==> config.mk <==
export PLATFORM = sky130hd
export DESIGN_NAME = cst_queue
export DESIGN_NICKNAME = d
export VERILOG_FILES = /design/src/sv/cst_pkg.sv /design/src/sv/cst_queue.sv
export SDC_FILE = /design/constraint.sdc
export NUM_CORES = 1
export LEC_CHECK = 0
export BUFFER_PORTS_ARGS = -buffer_cell sky130_fd_sc_hd__buf_4
export CAP_MARGIN = 20
export CORE_MARGIN = 1
export CORE_UTILIZATION = 56
export CTS_BUF_LIST = sky130_fd_sc_hd__clkbuf_16
export CTS_CLUSTER_DIAMETER = 80
export DETAILED_ROUTE_END_ITERATION = 16
export PLACE_DENSITY_LB_ADDON = 0.05
export SYNTH_ARGS = -nofsm -noshare
export SYNTH_HDL_FRONTEND = slang
export SYNTH_SLANG_ARGS = --single-unit
==> constraint.sdc <==
create_clock -name clock -period 21.8 [get_ports clock]
set_input_delay 1.09 -clock clock [delete_from_list [all_inputs] [get_ports clock]]
set_output_delay 1.09 -clock clock [all_outputs]
set_load 0.01 [all_outputs]
==> src/sv/cst_pkg.sv <==
`timescale 1ns / 1ps
package cst_pkg;

   localparam int PT_W     = 24;
   localparam int TEN_W    = 8;
   localparam int CTRL_W   = 34;   // control point, q16.16 plus chord offset headroom
   localparam int DOTS_DEF = 10;
   localparam int QDEPTH   = 4;

   localparam logic [TEN_W-1:0] TEN_RESET = 8'd102;
   localparam logic signed [PT_W-1:0] PT_MAX = 24'sh7fffff;
   localparam logic signed [PT_W-1:0] PT_MIN = -24'sh800000;

   typedef logic signed [PT_W-1:0] coord_type;

   typedef struct packed {
      coord_type x;
      coord_type y;
      coord_type z;
   } point_type;

   // one curve segment: outer neighbours p1/p4, ends p2/p3
   typedef struct packed {
      point_type p1;
      point_type p2;
      point_type p3;
      point_type p4;
      logic      brk;
      logic      last;
   } seg_type;

   typedef struct packed {
      logic full;
      logic empty;
   } qstat_type;

endpackage

==> src/sv/cst_queue.sv <==
`timescale 1ns / 1ps
module cst_queue import cst_pkg::*; #(
   parameter int DEPTH = QDEPTH
) (
   input  logic      clock,
   input  logic      reset,
   input  logic      push,
   input  seg_type   push_data,
   input  logic      pop,
   output seg_type   pop_data,
   output qstat_type qstat
);

   localparam int AW   = (DEPTH > 1) ? $clog2(DEPTH) : 1;
   localparam int CNTW = $clog2(DEPTH + 1);
   localparam logic [AW-1:0]   LAST_PTR = AW'(DEPTH - 1);
   localparam logic [CNTW-1:0] FULL_CNT = CNTW'(DEPTH);

   seg_type         mem_ff [DEPTH];
   logic [AW-1:0]   wr_ptr_ff, wr_ptr_in;
   logic [AW-1:0]   rd_ptr_ff, rd_ptr_in;
   logic [CNTW-1:0] count_ff, count_in;

   always_comb begin
      wr_ptr_in = wr_ptr_ff;
      rd_ptr_in = rd_ptr_ff;
      if (push) begin
         wr_ptr_in = (wr_ptr_ff == LAST_PTR) ? '0 : wr_ptr_ff + 1'b1;
      end
      if (pop) begin
         rd_ptr_in = (rd_ptr_ff == LAST_PTR) ? '0 : rd_ptr_ff + 1'b1;
      end
      case ({push, pop})
         2'b10:   count_in = count_ff + 1'b1;
         2'b01:   count_in = count_ff - 1'b1;
         default: count_in = count_ff;
      endcase
      qstat.full  = (count_ff == FULL_CNT);
      qstat.empty = (count_ff == '0);
      pop_data    = mem_ff[rd_ptr_ff];
   end

   always_ff @(posedge clock) begin
      if (reset) begin
         wr_ptr_ff <= '0;
         rd_ptr_ff <= '0;
         count_ff  <= '0;
      end else begin
         wr_ptr_ff <= wr_ptr_in;
         rd_ptr_ff <= rd_ptr_in;
         count_ff  <= count_in;
      end
   end

   always_ff @(posedge clock) begin
      if (push) begin
         mem_ff[wr_ptr_ff] <= push_data;
      end
   end

endmodule

Word-level counts from Yosys, hierarchy flattened

Memories as Yosys holds them, arrays and structs flattened. A register that Yosys moved wholly into a read port is not among the register bits.
Index checks and enable logic that the tools add are counted.

Input bits: 294
Logic and storage cells: 22
Flip-flop bits (word level): 7
Memories kept: 1
Bits in writable memories: 1160
Output and inout port bits: 292

Add/subtract/negate cells: 4
Multiplexer cells: 7
Reduce and logical (&&, ||, !) cells: 2
Equal/unequal tests: 5

Memories:

| memory | depth | width | rd ports | clocked after memory_dff | wr ports | line            | source |
|---|---|---|---|---|---|---|---|
| mem_ff | 4     | 290   | 1        | 1                        | 1        | cst_queue.sv:19 | `seg_type mem_ff [DEPTH];` |

Operators by type and width:

| kind                                                | count |
|---|---|
| 2-to-1 mux 2 bit                                    | 4 |
| equality test 2 bit, second input constant          | 3 |
| one-hot mux 3 bit (2 select lines)                  | 1 |
| adder 2 x 1 -> 2 bit, second input constant         | 2 |
| adder 3 x 1 -> 3 bit, second input constant         | 1 |
| equality test 3 bit, second input constant          | 1 |
| logical NOT 3 bit                                   | 1 |
| subtractor 3 x 1 -> 3 bit, second input constant    | 1 |
| equality test 2 x 1 -> 1 bit, second input constant | 1 |
| 2-to-1 mux 1 bit                                    | 2 |
| nonzero test 2 bit                                  | 1 |

Logic depth before layout (Yosys ltp)

Word-level depth: 4
Depth in mapped cells: 7
Depth with buffers taken out: 7

Worst setup path before layout

Ideal clock, no wire load.

Kind: input to register
Start point: in push
End point: mem mem_ff[0][0] (netlist bit), enable pin
Setup time: 0.687 ns
Stages on the path: 1
Buffers on the path: 0
Setup slack: 13.479 ns
Data required time: 21.113 ns
Arrival: 7.634 ns
Cell sequence: and2_1

Cells in the longest elaborated chain, start to end: 2

RTL lines:

| what                                   | line            | source |
|---|---|---|
| start, declared                        | cst_queue.sv:7  | `input logic push,` |
| 2-to-1 mux 1 bit                       | cst_queue.sv:56 | `if (push) begin` |
| 2-to-1 mux 1 bit (not written as such) | cst_queue.sv:57 | `mem_ff[wr_ptr_ff] <= push_data;` |
| end, declared                          | cst_queue.sv:19 |  |

Every way passes these cells.

==> impl_metrics.toml <==
[run_status]
status = "finished clean"

[cts]
clk_pin_slew_ns = 0.06
cts_root_buf = "clkbuf_16"
cts_buffers = 113
insertion_delay_ns = 0.67
htreeDepth = 3
clockBufferDepth = 3
cts_setup_buffers = 0
cts_tree = "built"
postCtsHoldBufs = 0
cts.sink_count = 1169
ctsResizeCount = 0

[cells_and_area]
syn_to_final_growth_pct = 21.0
final_core_util = 0.685
drive_above_1_share = 0.452
final_cell_mix = "1160 x edfxtp_1, 603 x buf_4, 290 x mux4_2"
final_common_cell = "edfxtp_1"
nets = 2521

[drt]
avgViaCountPerCell = 5.78
dr.pass1.iters = 4
drtAntennaViolNets = 0
vias = 19000
drc = 0
drt_iter0_markers = 1156
routed_wl_um = 88700
wl_per_cell_um = 27.0

[grt]
grt_pass1_wl_um = 130000
grt_usage = 0.235
grt_pass1_vias = 20000
antenna_found_initial = 27
grt_max_degree = 149
overflow = 0

[sta]
finalCriticalPeriod_ns = 5.28
final_hold_viol_count = 0
timing.fmax_mhz = 189
setup_violations = 0
fin_ws_ns = 16.52
worst_slew_pin_slew_ns = 1.13
clock-skew-final_ns = 0.0156
fin_crit_sh = 0.242
rsz0062_at_grt = "no"
tns_ns = 0
slew_headroom = 0.249
report.final.slew_viol_count = 0
hold_slack_ns = 0.516

[worst_setup_path]
slowest_stage = "dfxtp_4"
end_kind = "output pin"
worstPathArrival_ns = 4.19
cpMostUsedCell = "buf_4"
crit_family = "buffers and inverters"
path_max_fanout = 49
path_cells = "buf_4 > buf_4 > mux4_2 > buf_4"
cp.buffers_inverters = 3
cp.required_ns = 20.71
critical_path_class = "register to output pin"
cp-start-kind = "register"
max_stage_delay_ns = 0.94

[floorplan]
die_w_um = 277
initial_core_util = 0.566
die_h_um = 277
row_count = 100
ioPinCount = 586
core-area_um2 = 74600
die_area_um2 = 76500

[power_and_ir_drop]
p_clk_frac = 0.368
seqPwrFrac = 0.539
p_total_uw = 4820
p_leak_uw = 0.0172
share_comb_of_total_power = 0.094
switchingPower_uw = 1030
p_per_area_nw_per_um2 = 94.3
internal_power_uw = 3780
p_sw_frac = 0.214
irDropWorstVdd_uv = 73.4

[logic_synthesis]
synth_xor_area_frac = 0.000415
synthCells = 1562
ys_seq_area_frac = 0.829
syn_nets = 1863
synth_fa_ha_area_frac = 0.00225
synth_area_leaders = "edfxtp_1 83%, mux4_2 15%, dfxtp_1 0.43%, buf_2 0.39%, buf_6 0.29%"
synthSimpleGateAreaFrac = 0.00199
yosysTopAreaCell = "edfxtp_1"
synth_top_family_by_area = "multiplexers"
yosysUniqueCellTypes = 21
netlist_area_um2 = 42200
synth_compound_area_frac = 0.000593
ys.warnings.count = 0
synth_top_area_share = 0.825
syn_avg_cell_area_um2 = 27.0
synthMuxAreaShare = 0.155
synth_seq_cells = 1169

[min_path]
hold_path.class = "register to register"

[place]
place_ws_ns = 16.93
io_buffers = 585
place.gp.congestion = 0.820
dp_hpwl_um = 54700

[run]
maxCapViolCount = 0
==> cell type report <==
cell class	count	area, µm²
well taps	969	1210
clock inverters	85	499
fillers	4672	23500
diodes	15	37.5
clock buffers	115	2880
repair buffers	607	4610
flip-flops and latches	1169	35000
multi-input cells	322	6780
inverters	7	26.3
==> stage by stage <==
stage | std cells | area (µm²)
4_1_cts | 3274 | 51000
5_1_grt | 3285 | 51100
2_1_floorplan | 1562 | 42200
6_report | 3289 | 51100
3_3_place_gp | 3074 | 47600
3_5_place_dp | 3074 | 47600
==> tightest hold or removal path, stage by stage, from the launching register on <==
cell	delay, ns
dfxtp_1	0.33
o21ai_0	0.08
a21oi_1	0.06
==> cells in the mapped netlist <==
library cell / count
buf_4: 10
nor2_1: 7
edfxtp_1: 1160
and3_1: 1
xor2_1: 2
dfxtp_1: 9
or3_1: 1
and2_1: 4
ha_1: 6
buf_2: 33
nor3b_1: 2
mux4_2: 290
a21oi_1: 4
buf_1: 8
clkbuf_1: 2
mux2i_1: 2
buf_6: 11
o21ai_0: 1
inv_1: 7
fa_1: 1
nor3_1: 1
==> worst paths after layout <==
check / startpoint / to / slack, ns / cells past startpoint
max: register / pop_data[259] / 16.52 / 4
min: count_ff[2] / count_ff[2] / 0.52 / 2
min reg2reg: count_ff[2] / count_ff[2] / 0.52 / 2
max reg2reg: wr_ptr_ff[1] / mem_ff[1][267] / 18.38 / 5
==> layer usage <==
layer,GRT usage,vias up,share of wire
met5,0,-,0.0021
met4,0.0855,26,0.034
met3,0.0821,177,0.087
met2,0.385,642,0.51
met1,0.291,10000,0.37
li1,-,8142,-
==> flip-flops by register name (all words and copies together), names as in the netlist, named ones only <==
name,flops
mem_ff,1160
count_ff,3
rd_ptr_ff,2
wr_ptr_ff,2
==> power groups by stage <==
| stage | combinational (µW) | sequential [µW] | clock (µW) |
|---|---|---|---|
| 2_1_floorplan | 225 | 2650 | 0 |
| 3_3_place_gp | 453 | 2640 | 0 |
| 3_5_place_dp | 458 | 2640 | 0 |
| 4_1_cts | 460 | 2600 | 1810 |
| 5_1_grt | 479 | 2600 | 1890 |
| 6_report | 451 | 2590 | 1770 |
==> logic make-up after synthesis <==
| family | Yosys count |
|---|---|
| and+or+nand+nor | 16 |
| xor gates and xnor gates | 2 |
| buffers and inverters | 71 |
| muxes | 292 |
| adders and majority gates | 7 |
| DFF | 1169 |
| AOI/OAI and AO/OA | 5 |
(Power assumes the default switching activity.)
