## config.mk

```make
export PLATFORM = sky130hd
export DESIGN_NAME = cst_front_flat
export DESIGN_NICKNAME = d
export VERILOG_FILES = /design/src/sv/cst_pkg.sv /design/src/sv/cst_ifs.sv /design/src/sv/cst_front.sv /design/src/flat_wrapper.sv
export SDC_FILE = /design/constraint.sdc
export NUM_CORES = 1
export LEC_CHECK = 0
export ABC_AREA = 1
export BUFFER_PORTS_ARGS = -buffer_cell sky130_fd_sc_hd__buf_4
export CAP_MARGIN = 25
export CORE_ASPECT_RATIO = 1.75
export CORE_MARGIN = 4
export CORE_UTILIZATION = 57
export CTS_CLUSTER_DIAMETER = 30
export DETAILED_ROUTE_END_ITERATION = 8
export PLACE_DENSITY = 0.87
export SLEW_MARGIN = 20
export SYNTH_ARGS = -nofsm -noshare
export SYNTH_HDL_FRONTEND = slang
export SYNTH_SLANG_ARGS = --single-unit
```

## constraint.sdc

```tcl
create_clock -name clock -period 7.92 [get_ports clock]
set_input_delay 1.188 -clock clock [delete_from_list [all_inputs] [get_ports clock]]
set_output_delay 1.188 -clock clock [all_outputs]
set_load 0.01 [all_outputs]
```

## src/sv/cst_pkg.sv

```systemverilog
`timescale 1ns / 1ps
package cst_pkg;

   localparam int PT_W     = 24;
   localparam int TEN_W    = 8;
   localparam int CTRL_W   = 34;   // control point, q16.16 plus chord offset headroom
   localparam int DOTS_DEF = 10;
   localparam int QDEPTH   = 4;

   localparam logic [TEN_W-1:0] TEN_RESET = 8'd102;
   localparam logic signed [PT_W-1:0] PT_MAX = 24'sh7fffff;
   localparam logic signed [PT_W-1:0] PT_MIN = -24'sh800000;

   typedef logic signed [PT_W-1:0] coord_type;

   typedef struct packed {
      coord_type x;
      coord_type y;
      coord_type z;
   } point_type;

   // one curve segment: outer neighbours p1/p4, ends p2/p3
   typedef struct packed {
      point_type p1;
      point_type p2;
      point_type p3;
      point_type p4;
      logic      brk;
      logic      last;
   } seg_type;

   typedef struct packed {
      logic full;
      logic empty;
   } qstat_type;

endpackage

```

## src/sv/cst_ifs.sv

```systemverilog
`timescale 1ns / 1ps
interface cst_req_if import cst_pkg::*; ();
   logic      valid;
   logic      ready;
   coord_type x;
   coord_type y;
   coord_type z;
   logic      strand_end;

   modport source (output valid, x, y, z, strand_end, input ready);
   modport sink (input valid, x, y, z, strand_end, output ready);
endinterface


```

## src/sv/cst_front.sv

```systemverilog
`timescale 1ns / 1ps
module cst_front import cst_pkg::*; (
   input  logic      clock,
   input  logic      reset,
   cst_req_if.sink   req_chan,
   input  qstat_type qstat,
   output logic      push,
   output seg_type   push_seg
);

   logic      [1:0] cnt_ff, cnt_in;
   point_type       hist_ff [3];
   point_type       hist_in [3];
   seg_type         pend_ff, pend_in;
   logic            pend_valid_ff, pend_valid_in;

   point_type np;
   logic      accept;
   logic      has_a, has_b;
   seg_type   seg_a, seg_b;

   always_comb begin
      np.x = req_chan.x;
      np.y = req_chan.y;
      np.z = req_chan.z;
      req_chan.ready = !pend_valid_ff && !qstat.full;
      accept = req_chan.valid && req_chan.ready;

      // segment between the two newest held points, this point as outer neighbour
      has_a      = cnt_ff inside {2'd2, 2'd3};
      seg_a.p1   = (cnt_ff == 2'd3) ? hist_ff[2] : hist_ff[1];
      seg_a.p2   = hist_ff[1];
      seg_a.p3   = hist_ff[0];
      seg_a.p4   = np;
      seg_a.brk  = (cnt_ff == 2'd2);
      seg_a.last = !req_chan.strand_end;

      // closing segment of a strand, far neighbour missing
      has_b      = req_chan.strand_end && (cnt_ff != 2'd0);
      seg_b.p1   = (cnt_ff inside {2'd2, 2'd3}) ? hist_ff[1] : hist_ff[0];
      seg_b.p2   = hist_ff[0];
      seg_b.p3   = np;
      seg_b.p4   = np;
      seg_b.brk  = (cnt_ff == 2'd1);
      seg_b.last = 1'b1;

      if (pend_valid_ff) begin
         push     = !qstat.full;
         push_seg = pend_ff;
      end else begin
         push     = accept && (has_a || has_b);
         push_seg = has_a ? seg_a : seg_b;
      end

      pend_in       = accept ? seg_b : pend_ff;
      pend_valid_in = pend_valid_ff;
      if (pend_valid_ff && !qstat.full) begin
         pend_valid_in = 1'b0;
      end else if (accept && has_a && has_b) begin
         pend_valid_in = 1'b1;
      end

      cnt_in = cnt_ff;
      for (int i = 0; i < 3; i++) begin
         hist_in[i] = hist_ff[i];
      end
      if (accept) begin
         if (req_chan.strand_end) begin
            cnt_in = 2'd0;
         end else begin
            cnt_in     = (cnt_ff == 2'd3) ? 2'd3 : cnt_ff + 2'd1;
            hist_in[2] = hist_ff[1];
            hist_in[1] = hist_ff[0];
            hist_in[0] = np;
         end
      end
   end

   always_ff @(posedge clock) begin
      if (reset) begin
         cnt_ff        <= 2'd0;
         pend_valid_ff <= 1'b0;
         for (int i = 0; i < 3; i++) begin
            hist_ff[i] <= '0;
         end
      end else begin
         cnt_ff        <= cnt_in;
         pend_valid_ff <= pend_valid_in;
         for (int i = 0; i < 3; i++) begin
            hist_ff[i] <= hist_in[i];
         end
      end
   end

   always_ff @(posedge clock) begin
      pend_ff <= pend_in;
   end

endmodule

```

## src/flat_wrapper.sv

```systemverilog
// flat-port wrapper written by rule: the top's interface ports become plain ports
module cst_front_flat import cst_pkg::*;
  (clock, reset, qstat, push, push_seg, req_chan_valid, req_chan_x, req_chan_y, req_chan_z, req_chan_strand_end, req_chan_ready);
  cst_req_if req_chan_i ();
  input  logic clock;
  input  logic reset;
  input  qstat_type qstat;
  output logic push;
  output seg_type push_seg;
  input wire logic [$bits(req_chan_i.valid)-1:0] req_chan_valid;
  input wire logic [$bits(req_chan_i.x)-1:0] req_chan_x;
  input wire logic [$bits(req_chan_i.y)-1:0] req_chan_y;
  input wire logic [$bits(req_chan_i.z)-1:0] req_chan_z;
  input wire logic [$bits(req_chan_i.strand_end)-1:0] req_chan_strand_end;
  output wire logic [$bits(req_chan_i.ready)-1:0] req_chan_ready;
  assign req_chan_i.valid = req_chan_valid;
  assign req_chan_i.x = req_chan_x;
  assign req_chan_i.y = req_chan_y;
  assign req_chan_i.z = req_chan_z;
  assign req_chan_i.strand_end = req_chan_strand_end;
  assign req_chan_ready = req_chan_i.ready;
  cst_front u_core (.clock(clock), .reset(reset), .req_chan(req_chan_i), .qstat(qstat), .push(push), .push_seg(push_seg));
endmodule
```

* After elaboration in Yosys (flattened, before gate mapping)
Memory sizes are Yosys's and may differ from the RTL's.
Index checks and enable logic that the tools add are counted.
** Storage, ports and cells
- Register bits :: 220
- Bits in writable memories :: 216
- Input bits :: 78
- Output and inout port bits :: 292
- Logic and storage cells :: 49
- Memories :: 1
** Operators by class
- $add $sub $neg :: 1
- Eq/ne operators :: 3
- Muxes and demuxes :: 15
- Bitwise operators :: 3
- Reduce and logical (&&, ||, !) cells :: 14
** Memories
- u_core.hist_ff :: words 3, bits a word 72, read ports 3, clocked after Yosys merged registers in 0, wr ports 3, RTL line cst_front.sv:12 : point_type hist_ff [3];
** Operators by type and width (number)
- $mux W290 :: 2
- $mux W216 :: 2
- $mux W72 :: 5
- $logic_and A1 B1 Y1 :: 7
- $eq A2 B2 Y1 const B :: 2
- $mux W1 :: 4
- $mux W2 :: 2
- $reduce_bool A2 Y1 :: 2
- $logic_not A1 Y1 :: 3
- $or A1 B1 Y1 :: 3
- $add A2 B1 Y2 const B :: 1
- $eq A2 B1 Y1 const B :: 1
- $reduce_or A2 Y1 :: 1
- $logic_or A1 B1 Y1 :: 1

* Logic depth before layout (Yosys ltp)
- Depth after elaboration :: 5
- Gate-level depth with buffers :: 9
- Depth with buffers taken out :: 8

* Worst setup path after synthesis
Ideal clock, no wire load.
- Path type :: input to register
- Start point :: in qstat[1] (netlist bit)
- End point :: reg u_core.pend_ff[100] (netlist bit), enable pin
- Setup time :: 0.570 ns
- Arrival time :: 5.643 ns
- Data required time :: 7.350 ns
- Slack :: 1.707 ns
- Stages on the path :: 3
- Buffers on the path :: 0
- Path through :: nor2_8 -> nand2_1 -> inv_1
** Between the ends
- Word-level cells in the longest chain between the ends :: 3
** Ends and longest elaborated chain
- start: declaration :: RTL line flat_wrapper.sv:7 : input qstat_type qstat;
- $logic_not A1 Y1 :: RTL line cst_front.sv:26 : req_chan.ready = !pend_valid_ff && !qstat.full;
- $logic_and A1 B1 Y1 :: RTL line cst_front.sv:26
- $logic_and A1 B1 Y1 :: RTL line cst_front.sv:27 : accept = req_chan.valid && req_chan.ready;
- named net u_core.accept :: RTL line cst_front.sv:18 : logic accept;
- end signal: assignment :: RTL line cst_front.sv:96 : pend_ff <= pend_in;
- end: declaration :: RTL line cst_front.sv:14 : seg_type pend_ff, pend_in;
The timed path passes the listed nets, and every way through them passes these cells.
A chain may end at the register's enable or synchronous reset.

==> metrics.yaml <==
grt_max_degree: 223
p_leak_nw: 13.3
row_count: 94
cts_tree: "yes"
wire_per_inst_um: 16.2
dp_hpwl_um: 36900
reg2regPathDepth: 5
status: "complete, no violations"
worstHoldPathType: "register to register"
grt_pass1_vias: 20000
worst_slew_pin_slew_ns: 1.05
power_density_mw_per_mm2: 222
areaGrowthSynthToFinish_pct: 22.0
hold_path.startpoint: "u_core.hist_ff[0][143]$_SDFFE_PP0P_"
synth.distinct_cells: 23
gp_congestion: 0.837
fin_crit_ns: 5.63
holdPathEnd: "u_core.hist_ff[0][215]$_SDFFE_PP0P_"
cp-start-kind: "register"
finalWirelength_um: 62100
ys.flop_type: "dfxtp_1"
antenna_found_initial: 1
ioPinCount: 370
end_kind: "output pin"
die_area_mm2: 0.0411
root_buffer: "clkbuf_16"
syn_avg_cell_area_um2: 7.10
htreeDepth: 2
period_share: 0.711
post_drt_via_cell_ratio: 5.44
cts_num_sinks: 436
finalHoldViolCount: 0
async_flop_share: 0
drt-pass1-iter-count: 6
fin_nets: 3377
cts_buffer_depth: 3
vias: 20800
clk_pin_slew_ns: 0.06
rsz0062_at_grt: "no"
start_util: 0.575
required_ns: 6.73
irDropWorstVdd_uv: 174
die_h_um: 265
fin_util: 0.701
ant_nets: 0
floorplan.die.width_um: 155
maxCapViolations: 0
syn-num-nets: 3121
n_antenna_cell: 0
dp_slack_ns: 2.88
fmax_mhz: 178
slew_violations: 0
synth_seq_cells: 436
fillCellCount: 2868
skew_ns: 0.0190
cp.arrival_ns: 4.44
hold-path-cell-count: 2
drive_gt1_frac: 0.150
core_mm2: 0.0375
tns_ns: 0
clkLatencyLatePin_ns: 0.59
cts_hold_buffers: 0
drc: 0
reg2reg_slack_ns: 4.53
yosys_warnings: 0
post-cts-setup-buffers: 0
syn_inst: 3038
yosysSeqAreaShare: 0.506
timing.rr.start: "u_core.cnt_ff[1]$_SDFFE_PP0P_"
rr_endpoint: "u_core.pend_ff[283]$_DFFE_PP_"
grt_first_pass_wirelength_um: 98200
cts_resized: 0
worst_slew_margin_rel: 0.298
crit_fanout: 70
grt_use_total: 0.289
worst_slack_ns: 2.29
syn-cell-area_mm2: 0.0216
overflow: 0
cts_inserted_buffers: 56
crit_type: "register to output pin"
drt_iter0_drc: 1667
setup_viol: 0
portBuffers: 368
synth_edf_count: 217
==> critical path, stage by stage, from the launching register on <==
cell and delay (ns):
dfxtp_4 1.04, ha_1 0.60, nor2_4 0.06, buf_4 0.30, inv_2 0.69, buf_4 0.60
nand3_1 0.17, nand3_1 0.11, nand2_1 0.09, buf_4 0.15
==> power by group <==
part	total [W]	switching (W)	internal [W]
Combinational	0.000577	0.000340	0.000237
Sequential	0.00256	0.0000723	0.00248
Clock	0.00269	0.00108	0.00161
==> metal layers <==
metal / global-route usage / part of all wire / up-vias / wire length [um]
li1: - / - / 10100 / -
met1: 0.326 / 0.36 / 9606 / 22400
met2: 0.517 / 0.51 / 916 / 31600
met3: 0.0412 / 0.069 / 193 / 4290
met4: 0.167 / 0.060 / 2 / 3730
met5: 0 / 0.00021 / - / 13
==> sequential cells by signal, summed over array words and instances, names as in the netlist <==
register / cells
u_core.cnt_ff: 2
u_core.hist_ff: 216
u_core.pend_ff: 217
u_core.pend_valid_ff: 1
==> stage by stage <==
| stage | total power, W | instances | hold slack, ns | cell area (um^2) |
|---|---|---|---|---|
| after floorplan | 0.00291 | 3038 | 0.455 | 21600 |
| after global placement | 0.00315 | 3715 | 0.467 | 24200 |
| after detailed placement | 0.00317 | 3716 | 0.489 | 24300 |
| after CTS | 0.00585 | 3822 | 0.497 | 26300 |
| after global routing | 0.00603 | 3822 | 0.522 | 26300 |
| final | 0.00583 | 3822 | 0.492 | 26300 |
==> cell families after synthesis <==
| group | synth area share |
|---|---|
| AND/OR/NAND/NOR | 0.354 |
| flip-flops | 0.506 |
| buffers and inverters | 0.0807 |
| AO/OA/AOI/OAI | 0.0574 |
| adder cells (fa/ha/maj) | 0.00290 |
==> cells in the mapped netlist, types with 8 or more instances <==
cell type  count  area (um^2)
a31oi_1       71          444
buf_1          8         30.0
buf_2         79          395
clkbuf_1      87          327
dfxtp_1      219         4380
edfxtp_1     217         6520
inv_1        229          860
nand2_1     1158         4350
nand3_1      213         1070
nor2_1       572         2150
o21ai_0       93          465
o21ai_1       60          300
==> layout make-up <==
| class | count | area, um^2 | area share |
|---|---|---|---|
| Clock inverter | 42 | 509 | 0.0194 |
| Inverter | 233 | 895 | 0.0340 |
| Timing Repair Buffer | 384 | 2920 | 0.111 |
| Tap cell | 480 | 601 | 0.0228 |
| Sequential cell | 436 | 10900 | 0.415 |
| Clock buffer | 64 | 1520 | 0.0576 |
| Multi-Input combinational cell | 2183 | 8950 | 0.340 |
==> how the worst max path moves through the flow <==
stage	from	to	cells past startpoint
after floorplan	qstat[1]	u_core.pend_ff[100]$_DFFE_PP_	3
after global placement	u_core.cnt_ff[1]$_SDFFE_PP0P_	push_seg[227]	9
after detailed placement	u_core.cnt_ff[1]$_SDFFE_PP0P_	push_seg[239]	9
after CTS	u_core.cnt_ff[1]$_SDFFE_PP0P_	push_seg[234]	9
after global routing	u_core.cnt_ff[1]$_SDFFE_PP0P_	push_seg[240]	9
final	u_core.cnt_ff[1]$_SDFFE_PP0P_	push_seg[235]	9
==> cells in the final DEF, fill, tap and decap left out, types with 10 or more instances in the layout <==
| master | count |
|---|---|
| o21ai_1 | 60 |
| nand3_1 | 213 |
| o21ai_0 | 93 |
| edfxtp_1 | 217 |
| a31oi_1 | 71 |
| nand2_1 | 1157 |
| dfxtp_1 | 217 |
| nor2_1 | 572 |
| buf_4 | 382 |
| inv_6 | 10 |
| clkbuf_16 | 59 |
| inv_1 | 226 |
No activity file was read; power rests on OpenSTA's default activity.
